===== src/rtl/core/stfs_pkg.sv =====
package stfs_pkg;

  localparam int MAX_TASKS = 64;
  localparam int IDX_W     = (MAX_TASKS > 1) ? $clog2(MAX_TASKS) : 1;
  localparam int CNT_W     = $clog2(MAX_TASKS + 1);
  localparam int KEY_W     = 20;          // {size 3, hour 5, minute 6, second 6}
  localparam int WORD_W    = KEY_W + 1;   // completed mark on top of the key
  localparam int SLOT_W    = 6;

  typedef enum logic [1:0] {
    MODE_APPEND = 2'd0,
    MODE_SELECT = 2'd1,
    MODE_CLEAR  = 2'd2,
    MODE_UNUSED = 2'd3
  } mode_e_t;

  typedef enum logic [2:0] {
    STAT_APPENDED = 3'd0,
    STAT_SELECTED = 3'd1,
    STAT_ALL_DONE = 3'd2,
    STAT_FULL     = 3'd3,
    STAT_CLEARED  = 3'd4
  } status_e_t;

  typedef enum logic [1:0] {
    S_IDLE,
    S_SCAN,
    S_FIN,
    S_EMIT
  } state_e_t;

  typedef struct packed {
    logic [5:0] second;
    logic [5:0] minute;
    logic [4:0] hour;
    logic [2:0] size;
    logic [SLOT_W-1:0] slot;
    status_e_t  status;
  } result_t;

  // Report a table index in the low bits of the slot field.
  function automatic logic [SLOT_W-1:0] to_slot(input logic [IDX_W-1:0] idx);
    logic [IDX_W+SLOT_W-1:0] wide;
    wide = {{SLOT_W{1'b0}}, idx};
    return wide[SLOT_W-1:0];
  endfunction

endpackage


===== src/rtl/core/stfs_ram.sv =====
module stfs_ram #(
  parameter int WIDTH = 8,
  parameter int DEPTH = 64
) (
  input  logic                                      clk,
  input  logic                                      we,
  input  logic [((DEPTH > 1) ? $clog2(DEPTH) : 1)-1:0] waddr,
  input  logic [WIDTH-1:0]                          wdata,
  input  logic [((DEPTH > 1) ? $clog2(DEPTH) : 1)-1:0] raddr,
  output logic [WIDTH-1:0]                          rdata
);

  logic [WIDTH-1:0] mem [DEPTH];

  always_ff @(posedge clk) begin
    if (we) begin
      mem[waddr] <= wdata;
    end
    rdata <= mem[raddr];
  end

endmodule


===== src/rtl/core/shortest_task_first_selector.sv =====
// Shortest-task-first selector. Each request on the in_ channel carries a mode
// in in_tuser: append stores a task (size class and arrival time) in the next
// free slot of a 64-entry table, select picks the pending task with the
// smallest size (ties to the earliest arrival, then the lowest slot), marks it
// completed and reports it, and clear empties the table. Every request except
// the unused mode 3 yields exactly one result on the out_ channel, with its
// status in out_tuser. Append and clear place their result in the result
// register and then in the output register. A select walks the table one
// entry per cycle through a single task RAM read port, then passes its result
// through the S_FIN and S_EMIT states to the output register, and the next
// request is taken once the block is back in S_IDLE. A result that cannot
// enter the output register while out_tready is low holds the block.
// The block handles one request at a time but accepts the next one
// while a result still waits in the output register. The table RAM needs no
// clearing pass: each append writes the completed mark along with the task,
// and only slots below the entry count are ever compared.
module shortest_task_first_selector (
  input  logic        clk,
  input  logic        rst_n,
  input  logic        in_tvalid,
  output logic        in_tready,
  // [2:0] size_class, [7:3] arrive_hour, [13:8] arrive_minute,
  // [19:14] arrive_second, [23:20] zero
  input  logic [23:0] in_tdata,
  // [1:0] mode
  input  logic [1:0]  in_tuser,
  output logic        out_tvalid,
  input  logic        out_tready,
  // [5:0] slot, [8:6] chosen_size, [13:9] chosen_hour, [19:14] chosen_minute,
  // [25:20] chosen_second, [31:26] zero
  output logic [31:0] out_tdata,
  // [2:0] status
  output logic [2:0]  out_tuser
);
  import stfs_pkg::*;

  state_e_t state_r, state_nxt;

  logic [CNT_W-1:0]  cnt_r, cnt_nxt;            // entries in use
  logic [CNT_W-1:0]  scan_idx_r, scan_idx_nxt;  // next slot to read
  logic              pend_v_r, pend_v_nxt;      // a read is in flight
  logic [IDX_W-1:0]  pend_slot_r, pend_slot_nxt;
  logic              found_r, found_nxt;
  logic [IDX_W-1:0]  best_slot_r, best_slot_nxt;
  logic [KEY_W-1:0]  best_key_r, best_key_nxt;
  result_t           res_r, res_nxt;            // result waiting for out reg
  logic              out_valid_r, out_valid_nxt;
  result_t           out_res_r, out_res_nxt;

  logic              ram_we;
  logic [IDX_W-1:0]  ram_waddr;
  logic [WORD_W-1:0] ram_wdata;
  logic [IDX_W-1:0]  ram_raddr;
  logic [WORD_W-1:0] ram_rdata;

  logic              in_fire;
  logic              out_free;
  mode_e_t           in_mode;

  assign in_tready = (state_r == S_IDLE);
  assign in_fire   = in_tvalid && in_tready;
  assign in_mode   = mode_e_t'(in_tuser);
  assign out_free  = !out_valid_r || out_tready;

  stfs_ram #(
    .WIDTH(WORD_W),
    .DEPTH(MAX_TASKS)
  ) u_task_ram (
    .clk  (clk),
    .we   (ram_we),
    .waddr(ram_waddr),
    .wdata(ram_wdata),
    .raddr(ram_raddr),
    .rdata(ram_rdata)
  );

  always_comb begin
    state_nxt     = state_r;
    cnt_nxt       = cnt_r;
    scan_idx_nxt  = scan_idx_r;
    pend_v_nxt    = 1'b0;
    pend_slot_nxt = pend_slot_r;
    found_nxt     = found_r;
    best_slot_nxt = best_slot_r;
    best_key_nxt  = best_key_r;
    res_nxt       = res_r;
    out_valid_nxt = out_valid_r && !out_tready;
    out_res_nxt   = out_res_r;
    ram_we        = 1'b0;
    ram_waddr     = cnt_r[IDX_W-1:0];
    ram_wdata     = {1'b0, in_tdata[2:0], in_tdata[7:3], in_tdata[13:8], in_tdata[19:14]};
    ram_raddr     = scan_idx_r[IDX_W-1:0];

    unique case (state_r)
      S_IDLE: begin
        if (in_fire) begin
          res_nxt = '0;
          unique case (in_mode)
            MODE_APPEND: begin
              state_nxt = S_EMIT;
              if (cnt_r >= CNT_W'(MAX_TASKS)) begin
                res_nxt.status = STAT_FULL;
              end else begin
                // store the task with its completed mark cleared
                ram_we         = 1'b1;
                res_nxt.status = STAT_APPENDED;
                res_nxt.slot   = to_slot(cnt_r[IDX_W-1:0]);
                cnt_nxt        = cnt_r + CNT_W'(1);
              end
            end
            MODE_SELECT: begin
              state_nxt    = S_SCAN;
              scan_idx_nxt = '0;
              found_nxt    = 1'b0;
            end
            MODE_CLEAR: begin
              state_nxt      = S_EMIT;
              cnt_nxt        = '0;
              res_nxt.status = STAT_CLEARED;
            end
            default: begin
              // unused mode: drop the request, no result
            end
          endcase
        end
      end

      S_SCAN: begin
        // issue one read per cycle while slots remain
        if (scan_idx_r < cnt_r) begin
          pend_v_nxt    = 1'b1;
          pend_slot_nxt = scan_idx_r[IDX_W-1:0];
          scan_idx_nxt  = scan_idx_r + CNT_W'(1);
        end else if (!pend_v_r) begin
          state_nxt = S_FIN;
        end
        // compare the entry that returns this cycle; strict less keeps ties
        if (pend_v_r && !ram_rdata[WORD_W-1] &&
            (!found_r || (ram_rdata[KEY_W-1:0] < best_key_r))) begin
          found_nxt     = 1'b1;
          best_slot_nxt = pend_slot_r;
          best_key_nxt  = ram_rdata[KEY_W-1:0];
        end
      end

      S_FIN: begin
        state_nxt = S_EMIT;
        res_nxt   = '0;
        if (found_r) begin
          // write back the winner with its completed mark set
          ram_we         = 1'b1;
          ram_waddr      = best_slot_r;
          ram_wdata      = {1'b1, best_key_r};
          res_nxt.status = STAT_SELECTED;
          res_nxt.slot   = to_slot(best_slot_r);
          res_nxt.size   = best_key_r[19:17];
          res_nxt.hour   = best_key_r[16:12];
          res_nxt.minute = best_key_r[11:6];
          res_nxt.second = best_key_r[5:0];
        end else begin
          res_nxt.status = STAT_ALL_DONE;
        end
      end

      S_EMIT: begin
        // hold the result until the output register frees up
        if (out_free) begin
          out_valid_nxt = 1'b1;
          out_res_nxt   = res_r;
          state_nxt     = S_IDLE;
        end
      end

      default: begin
        state_nxt = S_IDLE;
      end
    endcase
  end

  always_ff @(posedge clk) begin
    if (!rst_n) begin
      state_r     <= S_IDLE;
      cnt_r       <= '0;
      pend_v_r    <= 1'b0;
      found_r     <= 1'b0;
      out_valid_r <= 1'b0;
    end else begin
      state_r     <= state_nxt;
      cnt_r       <= cnt_nxt;
      pend_v_r    <= pend_v_nxt;
      found_r     <= found_nxt;
      out_valid_r <= out_valid_nxt;
    end
  end

  always_ff @(posedge clk) begin
    scan_idx_r  <= scan_idx_nxt;
    pend_slot_r <= pend_slot_nxt;
    best_slot_r <= best_slot_nxt;
    best_key_r  <= best_key_nxt;
    res_r       <= res_nxt;
    out_res_r   <= out_res_nxt;
  end

  assign out_tvalid = out_valid_r;
  assign out_tdata  = {6'b0, out_res_r.second, out_res_r.minute, out_res_r.hour,
                       out_res_r.size, out_res_r.slot};
  assign out_tuser  = out_res_r.status;

  // The entry count never passes the table depth.
  a_cnt_bound: assert property (@(posedge clk) disable iff (!rst_n)
    cnt_r <= CNT_W'(MAX_TASKS))
    else $error("entry count beyond table depth");

  // A winner found during a scan always lies inside the used part of the table.
  a_best_in_range: assert property (@(posedge clk) disable iff (!rst_n)
    ((state_r == S_SCAN || state_r == S_FIN) && found_r)
      |-> ({1'b0, best_slot_r} < {1'b0, cnt_r}))
    else $error("selected slot outside used entries");

  // A pending result moves to the output register once it is free.
  a_emit_moves: assert property (@(posedge clk) disable iff (!rst_n)
    (state_r == S_EMIT && out_free) |=> (out_tvalid && state_r == S_IDLE))
    else $error("result not transferred to output");

  // The table RAM is written only by an append or by the write-back of a select.
  a_ram_write_src: assert property (@(posedge clk) disable iff (!rst_n)
    ram_we |-> ((state_r == S_IDLE && in_fire && in_mode == MODE_APPEND) ||
                (state_r == S_FIN && found_r)))
    else $error("unexpected table RAM write");

endmodule


===== config.mk =====
export PLATFORM = sky130hd
export DESIGN_NAME = shortest_task_first_selector
export DESIGN_NICKNAME = d
export VERILOG_FILES = /design/src/rtl/core/stfs_pkg.sv /design/src/rtl/core/stfs_ram.sv /design/src/rtl/core/shortest_task_first_selector.sv
export SDC_FILE = /design/constraint.sdc
export NUM_CORES = 2
export LEC_CHECK = 0
export BUFFER_PORTS_ARGS = -buffer_cell sky130_fd_sc_hd__buf_2
export CAP_MARGIN = 20
export CORE_ASPECT_RATIO = 0.6
export CORE_MARGIN = 10
export CORE_UTILIZATION = 45
export CTS_CLUSTER_SIZE = 14
export DETAILED_ROUTE_END_ITERATION = 16
export SYNTH_ARGS = -nofsm -noshare
export SYNTH_HDL_FRONTEND = slang
export SYNTH_SLANG_ARGS = --single-unit

===== constraint.sdc =====
create_clock -name clk -period 5.1 [get_ports clk]
set_input_delay 0.255 -clock clk [delete_from_list [all_inputs] [get_ports clk]]
set_output_delay 0.255 -clock clk [all_outputs]
set_load 0.01 [all_outputs]

[Word-level counts from Yosys, hierarchy flattened]
Memories as Yosys holds them, arrays and structs flattened. A register that Yosys moved wholly into a read port is not among the register bits.
Index checks and enable logic that the tools add are counted.
Storage, ports and cells
  memories kept: 1
  register bits: 109
  bits of input ports: 30
  RAM bits: 1344
  output and inout bits: 37
  logic and storage cells: 104
Operators by class
  mux-type cells: 38
  $add $sub $neg: 2
  equal/unequal tests: 14
  $lt $le $gt $ge: 3
  reductions and logical operators: 25
Memories
  u_task_ram.mem: depth 64, width 21, rd ports 1, clocked after memory_dff 1, write ports 1, line stfs_ram.sv:13  | logic [WIDTH-1:0] mem [DEPTH];
Operators by type and width (number)
  $pmux W29 S2: 1
  $mux W21: 2
  $mux W29: 1
  $mux W7: 4
  $pmux W7 S2: 2
  $mux W26: 1
  $mux W6: 4
  $lt A20 B20 Y1: 1
  $add A7 B1 Y7 const B: 2
  $mux W1: 12
  $mux W2: 6
  $ne A2 B2 Y1 const B: 6
  $reduce_and A4 Y1: 3
  $reduce_and A2 Y1: 5
  $pmux W2 S4: 1
  $ge A7 B7 Y1 const B: 1
  $lt A7 B7 Y1: 1
  $eq A2 B2 Y1 const B: 3
  $pmux W3 S2: 1
  $reduce_bool A2 Y1: 3
  $reduce_and A5 Y1: 1
  $eq A2 B1 Y1 const B: 2
  $logic_and A1 B1 Y1: 4
  $logic_not A1 Y1: 4
  7 further kinds: 11

[Logic depth before layout (Yosys ltp)]
  word-level depth: 7
  mapped depth: 11
  gate-level depth less buffers: 8

[Cells and area by module]
Synthesis repeated with hierarchy kept, for this count alone.
Unflattened totals
  cell total of the unflattened synthesis: 2556
  area total of the unflattened synthesis: 56492.9 um2
By module, submodules not included
  stfs_ram: instances 1, cells an instance 2190, seq. area each 40779.1 um2, area each 51717.1 um2
  shortest_task_first_selector: instances 1, cells an instance 366, seq. area each 3153.0 um2, area each 4775.8 um2

[Worst setup path after synthesis]
No wires, ideal clock.
  path type: reg2reg
  from: reg state_r[0]
  to: mem u_task_ram.mem[16][0] (netlist name) (enable)
  arrival: 3.153 ns
  required time: 4.701 ns
  stages on the path, launching flop included: 9
  period minus slack after synthesis: 3.552 ns
  path slack: 1.548 ns
  path buffers: 1
  library setup time: 0.399 ns
  path through: dfxtp_1 -> inv_1 -> ha_1 -> nand2_1 -> inv_1 -> clkbuf_1 -> o31ai_1 -> nand2_1 -> nor2_1
On the way
  word-level cells in the longest chain between the ends: 6
  elaborated cells on any way between the ends: 8
  those cells by class: eq/ne (1); mux (5); reduce/logical (2)
RTL lines
  start: declaration: line shortest_task_first_selector.sv:37  | state_e_t state_r, state_nxt;
  start signal: assignment: line shortest_task_first_selector.sv:188  | state_r <= state_nxt;
  $logic_not A2 Y1: line shortest_task_first_selector.sv:60, shortest_task_first_selector.sv:94
  $logic_and A1 B1 Y1: line shortest_task_first_selector.sv:61  | assign in_fire = in_tvalid && in_tready;
  $mux W1: line shortest_task_first_selector.sv:96  | if (in_fire) begin
  $pmux W1 S2: line shortest_task_first_selector.sv:94  | unique case (state_r)
  $mux W1: line stfs_ram.sv:16  | if (we) begin
  $mux W1 (implied by the code): line stfs_ram.sv:17  | mem[waddr] <= wdata;
  end: declaration: line stfs_ram.sv:13
Several ways; a longest one is shown, not always the timed one.

[Final worst setup path]
  from: reg state_r[0]
  to: mem u_task_ram.mem[3][5] (netlist name) (enable)
Same word-level chain as after synthesis.

==> results.ini <==
[yosys]
ys_seq_area_share_pct = 76.7
synth.avg_cell_area_um2 = 20.4
ys_types = 63
synthesis.instances = 2805
synth_seq_cells = 1474
synth_top_area_share_pct = 75.5
syn-cell-area_mm2 = 0.0573
synth_top_area_cell = edfxtp_1
synthTopCellsByArea = edfxtp_1 76%, mux4_2 8.3%, mux2i_1 3.7%, mux4_1 1.2%, dfxtp_1 1.2%
ys.flop_type = edfxtp_1
yosysWarnings = 0
synthArstFlopShare_pct = 0
synth_enable_flop_cells = 1441

[floorplanning]
die_y_um = 296
die_x_um = 481
design.core.area_mm2 = 0.126
io_pins = 67
rows = 101
die_area_mm2 = 0.142
initial_utilization_pct = 45.3

[global_route]
grt_pass1_vias = 28000
grt_max_degree = 76
use_met2_pct = 25.5
antenna_found_initial = 12
busiest_layer = met1
grt.met1_usage_pct = 32.3
globalRouteOverflowTotal = 0
use_met3_pct = 9.84
track_usage_pct = 20.7
grt_pass1_wl_um = 210000

[routing]
first_pass_iters = 6
routed-via-count = 29100
routed_via_density = 6.06
wl_per_cell_um = 31.1
drcViolationCount = 0
drtIter0Drc = 3916
ant_nets = 0
wirelength_um = 149000

[cts]
clock_latency_ns = 0.75
clock_path_buffers = 3
clkTransAtPathRegs_ns = 0.06
numCtsBuffers = 134
cts_htree_levels = 4
tritoncts = built
clock_sinks = 1474
cts_resized = 0
root_buffer = clkbuf_16

[timing]
rsz0062_at_grt = false
slew_headroom_pct = 21.7
timing.fmax_ghz = 0.247
period_share_pct = 79.4
hold_violations = 0
tightest_slew_ns = 1.16
clock_skew_ns = 0.0257
setup_viol = 0
finalCriticalPeriod_ns = 4.05
slew_violations = 0
setup_ws_ns = 1.05
tns_ns = 0

[power]
p_leak_nw = 20.9
p_clk_share_pct = 33.6
vdd_drop_max_v = 0.000427
p_int_w = 0.0204
p_seq_share_pct = 50.0
comb_power_share_pct = 16.4
p_switching_w = 0.00743
pwr_density_cell_mw_per_mm2 = 435
p_sw_share_pct = 26.7

[setup_path]
ff2ff_path_depth = 9
cp-end-kind = flop
worstPathMaxFanout = 44
critical_path_class = flop to flop
startpoint_type = flop
worstPathArrival_ns = 4.48
required_ns = 5.53

[placement]
io_buffers = 56
preCtsSetupSlack_ns = 0.815
place_congestion = 0.915
hpwl_um = 93000
place_area_mm2 = 0.0598

[flow_run]
max-cap-violations = 0

[finish]
fin_area_mm2 = 0.0641
fin_util_pct = 50.6
area_growth_pct = 11.8
layout-drive-gt1-share_pct = 22.2
nNetsFinal = 3063

[worst_hold_path]
hold_depth = 2
hold_path.class = input pin to flop

[status]
status = finished, final reports clean

## critical path: stages (launching register included)
cell     delay [ns]
dfxtp_1        0.34
inv_1          0.10
ha_1           0.28
nand2_2        0.28
inv_2          0.63
nand2_1        0.24
nand2_1        0.20
nand2_1        0.50
nor2_2         0.79
buf_4          0.35
## final cells by class
class	instances	area, um2
antenna	7	17.5
inverter	42	158
multi-input combinational	1141	12200
sequential	1474	43900
clock buffer	178	3710
clock inverter	50	258
timing repair buffer	208	1620
tap	1699	2130
fill	9971	62400
## power by group through the flow
stage	sequential, W	clock [W]	combinational, W
finish	0.0139	0.00936	0.00457
CTS	0.0139	0.00952	0.00448
floorplan	0.0140	0	0.00302
detailed placement	0.0142	0	0.00446
global route	0.0139	0.0100	0.00485
global placement	0.0142	0	0.00440
## cell usage after synthesis (all sizes together) (9+ instances only)
cell type,count
edfxtp,1441
mux4,237
mux2i,209
nor2,137
buf,103
a22oi,73
a221oi,63
o22ai,60
clkbuf,47
nand2,47
inv,41
dfxtp,33
ha,32
o21ai,32
a21o,28
nand3,23
a21oi,19
nand2b,18
nor4,17
o21a,15
nor2b,12
a31oi,11
o2111ai,11
nand4,10
or3,10
a221o,9
## registers in the layout, indices dropped and copies added, names as in the netlist
name and count:
cnt_r 7, scan_idx_r 7, found_r 1, best_slot_r 6, u_task_ram.mem 1344, res_r 29, out_tdata 26, u_task_ram.rdata 21
best_key_r 20, pend_v_r 1, state_r 2, pend_slot_r 6, out_tuser 3, out_tvalid 1
## cell usage in the layout, fill, tap and decap left out, drive strengths merged, types with 5 or more instances in the layout
master,count
edfxtp,1441
mux4,237
mux2i,209
buf,201
clkbuf,179
nor2,137
a22oi,73
a221oi,63
o22ai,60
nand2,47
clkinv,45
inv,42
dfxtp,33
ha,32
o21ai,32
a21o,28
nand3,23
a21oi,19
nand2b,18
nor4,17
o21a,15
nor2b,12
o2111ai,11
a31oi,11
or3,10
nand4,10
a221o,9
nor3,8
diode,7
and2,6
a211oi,6
conb,6
dlygate4sd3,6
a2111oi,5
xnor2,5
## stage by stage
stage | instances | hold WS (ns) | power (W)
2_1_floorplan | 2810 | 0.400 | 0.0170
3_3_place_gp | 4543 | 0.401 | 0.0186
3_5_place_dp | 4547 | 0.405 | 0.0186
4_1_cts | 4781 | 0.00903 | 0.0279
5_1_grt | 4793 | 0.0234 | 0.0288
6_report | 4799 | 0.0431 | 0.0279
## kinds of logic (layout without fill, tap and decap cells)
group,Yosys count,in the layout,share of synthesized area (%)
flops,1474,1474,76.7
fa+ha+maj,32,32,0.699
mux,446,446,13.1
simple gates,302,302,2.46
xor+xnor,7,7,0.107
other cells,1,13,0.00655
buf+inv,195,478,2.35
compound gates,348,348,4.54
## layer usage
layer / routed length (um) / vias up / part of all wire (%)
li1: - / 12000 / -
met1: 67000 / 15300 / 45
met2: 56900 / 1614 / 38
met3: 22500 / 184 / 15
met4: 2860 / 2 / 1.9
met5: 8 / - / 0.0054
## worst paths after layout
kind	from	endpoint	slack [ns]
setup / recovery	state_r[0]	u_task_ram.mem[3][5]	1.05
hold / removal	in_tdata[8]	u_task_ram.mem[59][6]	0.04
setup reg to reg	state_r[0]	u_task_ram.mem[3][5]	1.05
hold reg to reg	res_r[20]	out_tdata[17]	0.42
## timing repair
action,CTS,global route
hold buffers,6,0
hold endpoints to repair,18,0
setup buffers,0,0
Power figures use the tool's default switching activity.
